`src/sv/msx_pkg.sv`:
```
// ----------------------------------------------------------------------------
// msx_pkg
// Shared types and constants for the MIPS subset execute step.
// ----------------------------------------------------------------------------
package msx_pkg;

   localparam int unsigned MEM_BYTES_DEF = 65536;

   localparam logic [16:0] MEM_SIZE_RST = 17'd65536;
   localparam logic [31:0] RET_ADDR_RST = 32'h8123_456C;
   localparam logic [31:0] IN_ADDR_RST  = 32'hFFFF_0004;
   localparam logic [31:0] OUT_ADDR_RST = 32'hFFFF_000C;

   localparam logic [4:0]  LINK_REG     = 5'd31;
   localparam logic [4:0]  SP_REG       = 5'd30;
   localparam logic [31:0] SP_RST       = 32'd65536;

   typedef enum logic [4:0] {
      K_BAD   = 5'd0,
      K_ADD   = 5'd1,
      K_SUB   = 5'd2,
      K_MULT  = 5'd3,
      K_MULTU = 5'd4,
      K_DIV   = 5'd5,
      K_DIVU  = 5'd6,
      K_MFHI  = 5'd7,
      K_MFLO  = 5'd8,
      K_LIS   = 5'd9,
      K_LW    = 5'd10,
      K_SW    = 5'd11,
      K_SLT   = 5'd12,
      K_SLTU  = 5'd13,
      K_BEQ   = 5'd14,
      K_BNE   = 5'd15,
      K_JR    = 5'd16,
      K_JALR  = 5'd17
   } kind_type;

   typedef enum logic [1:0] {
      ST_CONT  = 2'd0,
      ST_FAULT = 2'd1,
      ST_OUT   = 2'd2,
      ST_HALT  = 2'd3
   } status_type;

   typedef enum logic [1:0] {
      CSR_MEM_SIZE = 2'd0,
      CSR_RET_ADDR = 2'd1,
      CSR_IN_ADDR  = 2'd2,
      CSR_OUT_ADDR = 2'd3
   } csr_idx_type;

   typedef struct packed {
      logic        en;
      logic [4:0]  addr;
      logic [31:0] data;
   } rf_wr_type;

endpackage

```
`src/sv/msx_div.sv`:
```
// ----------------------------------------------------------------------------
// msx_div
// Unsigned 32-bit restoring divider, one quotient bit per cycle.
// done pulses for one cycle when quot and rem are ready.
// ----------------------------------------------------------------------------
module msx_div import msx_pkg::*; (
   input  logic        clock,
   input  logic        reset,
   input  logic        start,
   input  logic [31:0] dividend,
   input  logic [31:0] divisor,
   output logic        done,
   output logic [31:0] quot,
   output logic [31:0] rem
);

   logic [31:0] q_ff, q_in;
   logic [31:0] r_ff, r_in;
   logic [31:0] d_ff, d_in;
   logic [5:0]  cnt_ff, cnt_in;
   logic        busy_ff, busy_in;
   logic        done_ff, done_in;
   logic [33:0] trial;

   assign trial = {1'b0, r_ff, q_ff[31]} - {2'b00, d_ff};

   always_comb begin
      q_in    = q_ff;
      r_in    = r_ff;
      d_in    = d_ff;
      cnt_in  = cnt_ff;
      busy_in = busy_ff;
      done_in = 1'b0;
      if (start) begin
         q_in    = dividend;
         r_in    = '0;
         d_in    = divisor;
         cnt_in  = 6'd32;
         busy_in = 1'b1;
      end else if (busy_ff) begin
         if (trial[33]) begin
            r_in = {r_ff[30:0], q_ff[31]};
            q_in = {q_ff[30:0], 1'b0};
         end else begin
            r_in = trial[31:0];
            q_in = {q_ff[30:0], 1'b1};
         end
         cnt_in = cnt_ff - 6'd1;
         if (cnt_ff == 6'd1) begin
            busy_in = 1'b0;
            done_in = 1'b1;
         end
      end
   end

   always_ff @(posedge clock) begin
      q_ff <= q_in;
      r_ff <= r_in;
      d_ff <= d_in;
   end

   always_ff @(posedge clock) begin
      if (reset) begin
         cnt_ff  <= '0;
         busy_ff <= 1'b0;
         done_ff <= 1'b0;
      end else begin
         cnt_ff  <= cnt_in;
         busy_ff <= busy_in;
         done_ff <= done_in;
      end
   end

   assign done = done_ff;
   assign quot = q_ff;
   assign rem  = r_ff;

endmodule

```
`config.mk`:
```
export PLATFORM = sky130hd
export DESIGN_NAME = msx_div
export DESIGN_NICKNAME = d
export VERILOG_FILES = /design/src/sv/msx_pkg.sv /design/src/sv/msx_div.sv
export SDC_FILE = /design/constraint.sdc
export NUM_CORES = 1
export LEC_CHECK = 0
export BUFFER_PORTS_ARGS = -buffer_cell sky130_fd_sc_hd__buf_2
export CORE_ASPECT_RATIO = 1.75
export CORE_MARGIN = 1
export CORE_UTILIZATION = 55
export DETAILED_ROUTE_END_ITERATION = 10
export PLACE_DENSITY = 0.86
export SYNTH_ARGS = -nofsm -noshare
export SYNTH_HDL_FRONTEND = slang
export SYNTH_SLANG_ARGS = --single-unit
```
`constraint.sdc`:
```
create_clock -name clock -period 3.65 [get_ports clock]
set_input_delay 0.1825 -clock clock [delete_from_list [all_inputs] [get_ports clock]]
set_output_delay 0.1825 -clock clock [all_outputs]
set_load 0.05 [all_outputs]
```
==> summary.txt <==
Worst setup path
  – CP bufs+invs: 2
  – Critical Path AT: 3.54 ns
  – Crit-path leading delay family: compound AO/OA/AOI/OAI gates
  – Slowest stage delay, CP: 0.46 ns
  – Worst Path Required: 3.91 ns
  – Setup CP Type: reg -> reg
  – Top cell by count, worst path: inv_1
  – Startpoint Class: register
  – CP max stage cell: a2111oi_4
  – Worst path cell trace: inv_1 > ha_1 > inv_1 > fa_1 > a21o_1 > a221o_1 > nor4b_4 > o2111a_2 > a2111oi_4 > o21ai_2 > xnor2_1 > nand2_1 > a311oi_2
  – Crit Path Max Fanout: 4
  – Crit. End Element: register

Final layout
  – Commonest non-fill, non-tap cell in the layout: buf_2
  – Fillers: 787
  – Commonest cells after routing, fill and taps aside: buf_2, nand2_1, edfxtp_1, nor2_1, inv_1
  – Fin util: 68.5%
  – Multi-input logic area: 0.00286 mm^2
  – Diode count: 0
  – Nets: 831
  – Layout cell share with drive strength beyond 1: 27.4%
  – Register area: 0.00272 mm^2
  – Area grow syn2layout: 20.4%

Routing
  – Drt wl/cell: 17.4 um
  – ANT nets after route: 0
  – DRC: 0
  – Avg Vias per Cell: 5.72
  – Vias: 4927
  – DRT Wirelength: 15000 um
  – Pre-antenna DRT Iters: 4
  – DRT iter0 DRCs: 218

Logic synthesis
  – Yosys top cell area share: 32.6%
  – Number of synthesized flops with an enable pin: 64
  – Main area contributors after synthesis: edfxtp_1, dfxtp_1, ha_1
  – Yosys reg bits: 104
  – Cell Area, Synth: 0.00590 mm^2
  – Post-Syn Nets: 694
  – Mapped Cells: 592
  – Sequential area share after synthesis: 46.2%
  – Avg Inst Size Synth: 9.96 um^2
  – Netlist cell types: 58
  – Cell taking the most area after synthesis: edfxtp_1
  – Main synth FF type: edfxtp_1
  – Yosys warning count: 0
  – Share of flip-flops with an asynchronous set or reset: 0%

Clocking
  – Hold Buf Count CTS: 13
  – Clock latency at the later pin of the worst-skew pair: 0.35 ns
  – Num Clock Sinks: 104
  – Clock root cell: clkbuf_16
  – Post-CTS Repair Setup Buffers: 0
  – Clk pin slew, worst setup/hold paths: 0.07 ns
  – Deepest clock path buffer count: 2
  – Inserted Clock Buffers: 9
  – CTS tree: yes
  – CTS resizes: 0
  – H-tree level count: 3

Power and ir drop
  – VDD IR-drop max: 351 uV
  – Static leakage: 3.13 nW
  – Final Power: 3.46 mW
  – Power Dens Cells: 488 mW/mm^2

Global routing
  – Initial antenna violation count: 0
  – Vias in the first global route: 5114
  – Largest net degree at the start of global routing: 63
  – Tot GR Track Use: 27.8%
  – First-pass GRT wire length: 24100 um
  – Total gr overflow: 0

STA
  – Final setup margin: 0.369 ns
  – Layout Skew: 0.00864 ns
  – Min Tclk post-route: 3.28 ns
  – Final Max Tran Viols: 0
  – Final setup viols: 0
  – Setup_tns: 0 ns
  – Fin crit share: 89.9%
  – RSZ-0062 raised after global routing: false
  – Hold Slack: 0.0115 ns
  – Fmax: 0.305 GHz
  – Worst slew pin tran: 0.734 ns
  – Normalized max-slew margin: 51.1%
  – Endpoints failing hold: 0

Placed design
  – Buffers on Ports: 131
  – Half-perimeter wire length after placement: 10800 um
  – Routability cong.: 0.945
  – Pre-CTS setup slack: 0.465 ns

Run
  – Max-cap violations: 0

Floorplanning
  – Core area: 0.0104 mm^2
  – Initial cell density of the core: 56.9%
  – Die W: 80.3 um
  – IO Count: 132
  – Die Ht: 139 um
  – Full die area: 0.0112 mm^2
  – Site row count: 49

Worst hold path
  – Hold WC Path Type: in -> reg

Run status
  – Status: finished clean
per-layer routing:
layer | vias to the layer above | part of all wire [%] | global-route usage [%]
met3 | 40 | 4.3 | 5.33
met4 | 0 | 3.5 | 13.9
met5 | - | 0 | 0
met1 | 2317 | 36 | 28.8
li1 | 2411 | - | -
met2 | 159 | 56 | 51.5
cell type report:
class | instances | share of cell area (%)
well taps | 127 | 2.24
inverters | 41 | 2.17
multi-input cells | 418 | 40.3
repair buffers | 155 | 12.6
clock buffers | 11 | 3.58
flip-flops and latches | 104 | 38.4
clock inverters | 5 | 0.723
worst register-to-register path, cell delays in order (launching register included):
cell and delay [ns]:
edfxtp_1 0.41, inv_1 0.08, ha_1 0.16, inv_1 0.05, fa_1 0.40, a21o_1 0.21, a221o_1 0.34, nor4b_4 0.15
o2111a_2 0.27, a2111oi_4 0.46, o21ai_2 0.13, xnor2_1 0.21, nand2_1 0.09, a311oi_2 0.23
flip-flops by register name, summed over array words and instances, names as in the netlist:
register	count
cnt_ff	6
d_ff	32
rem	32
busy_ff	1
quot	32
done	1
kinds of logic (layout without fill, tap and decap cells):
group | after synthesis | after routing | synth area share [%]
adder cells (fa/ha/maj) | 35 | 35 | 7.55
buffers and inverters | 70 | 212 | 5.33
AND/OR/NAND/NOR | 177 | 177 | 13.3
flip-flops | 104 | 104 | 46.2
XOR/XNOR | 31 | 31 | 4.60
AO/OA/AOI/OAI | 142 | 142 | 16.8
multiplexers | 33 | 33 | 6.28
report_power, final:
part | switching, mW | internal (mW) | leakage [nW]
registers | 0.0692 | 1.37 | 0.965
clock network | 0.446 | 0.517 | 0.148
logic | 0.705 | 0.362 | 2.02
total | 1.22 | 2.24 | 3.13
metrics by stage:
stage | instances | instance area, um^2
final | 861 | 7100
after global placement | 827 | 6610
after global routing | 861 | 7100
after detailed placement | 827 | 6610
after floorplan | 592 | 5900
after CTS | 856 | 7050
cell usage after synthesis, types with 6 or more instances:
master,n
nand2_1,84
edfxtp_1,64
nor2_1,45
dfxtp_1,40
inv_1,40
a21oi_1,38
ha_1,34
mux2_2,32
a311oi_1,23
o21ai_0,21
xnor2_1,18
a21o_1,14
clkbuf_1,14
xor2_1,13
nand3_1,11
nor3_1,11
a31oi_1,8
o211ai_1,6
path summary, 6_finish.rpt:
check | start | endpoint | slack [ns] | cells after the start
setup / recovery | quot[31] | rem[20] | 0.37 | 13
hold / removal | divisor[22] | d_ff[22] | 0.01 | 1
setup reg to reg | quot[31] | rem[20] | 0.37 | 13
hold reg to reg | cnt_ff[1] | cnt_ff[1] | 0.51 | 2
Note: power is estimated with default switching activity, not from simulation.
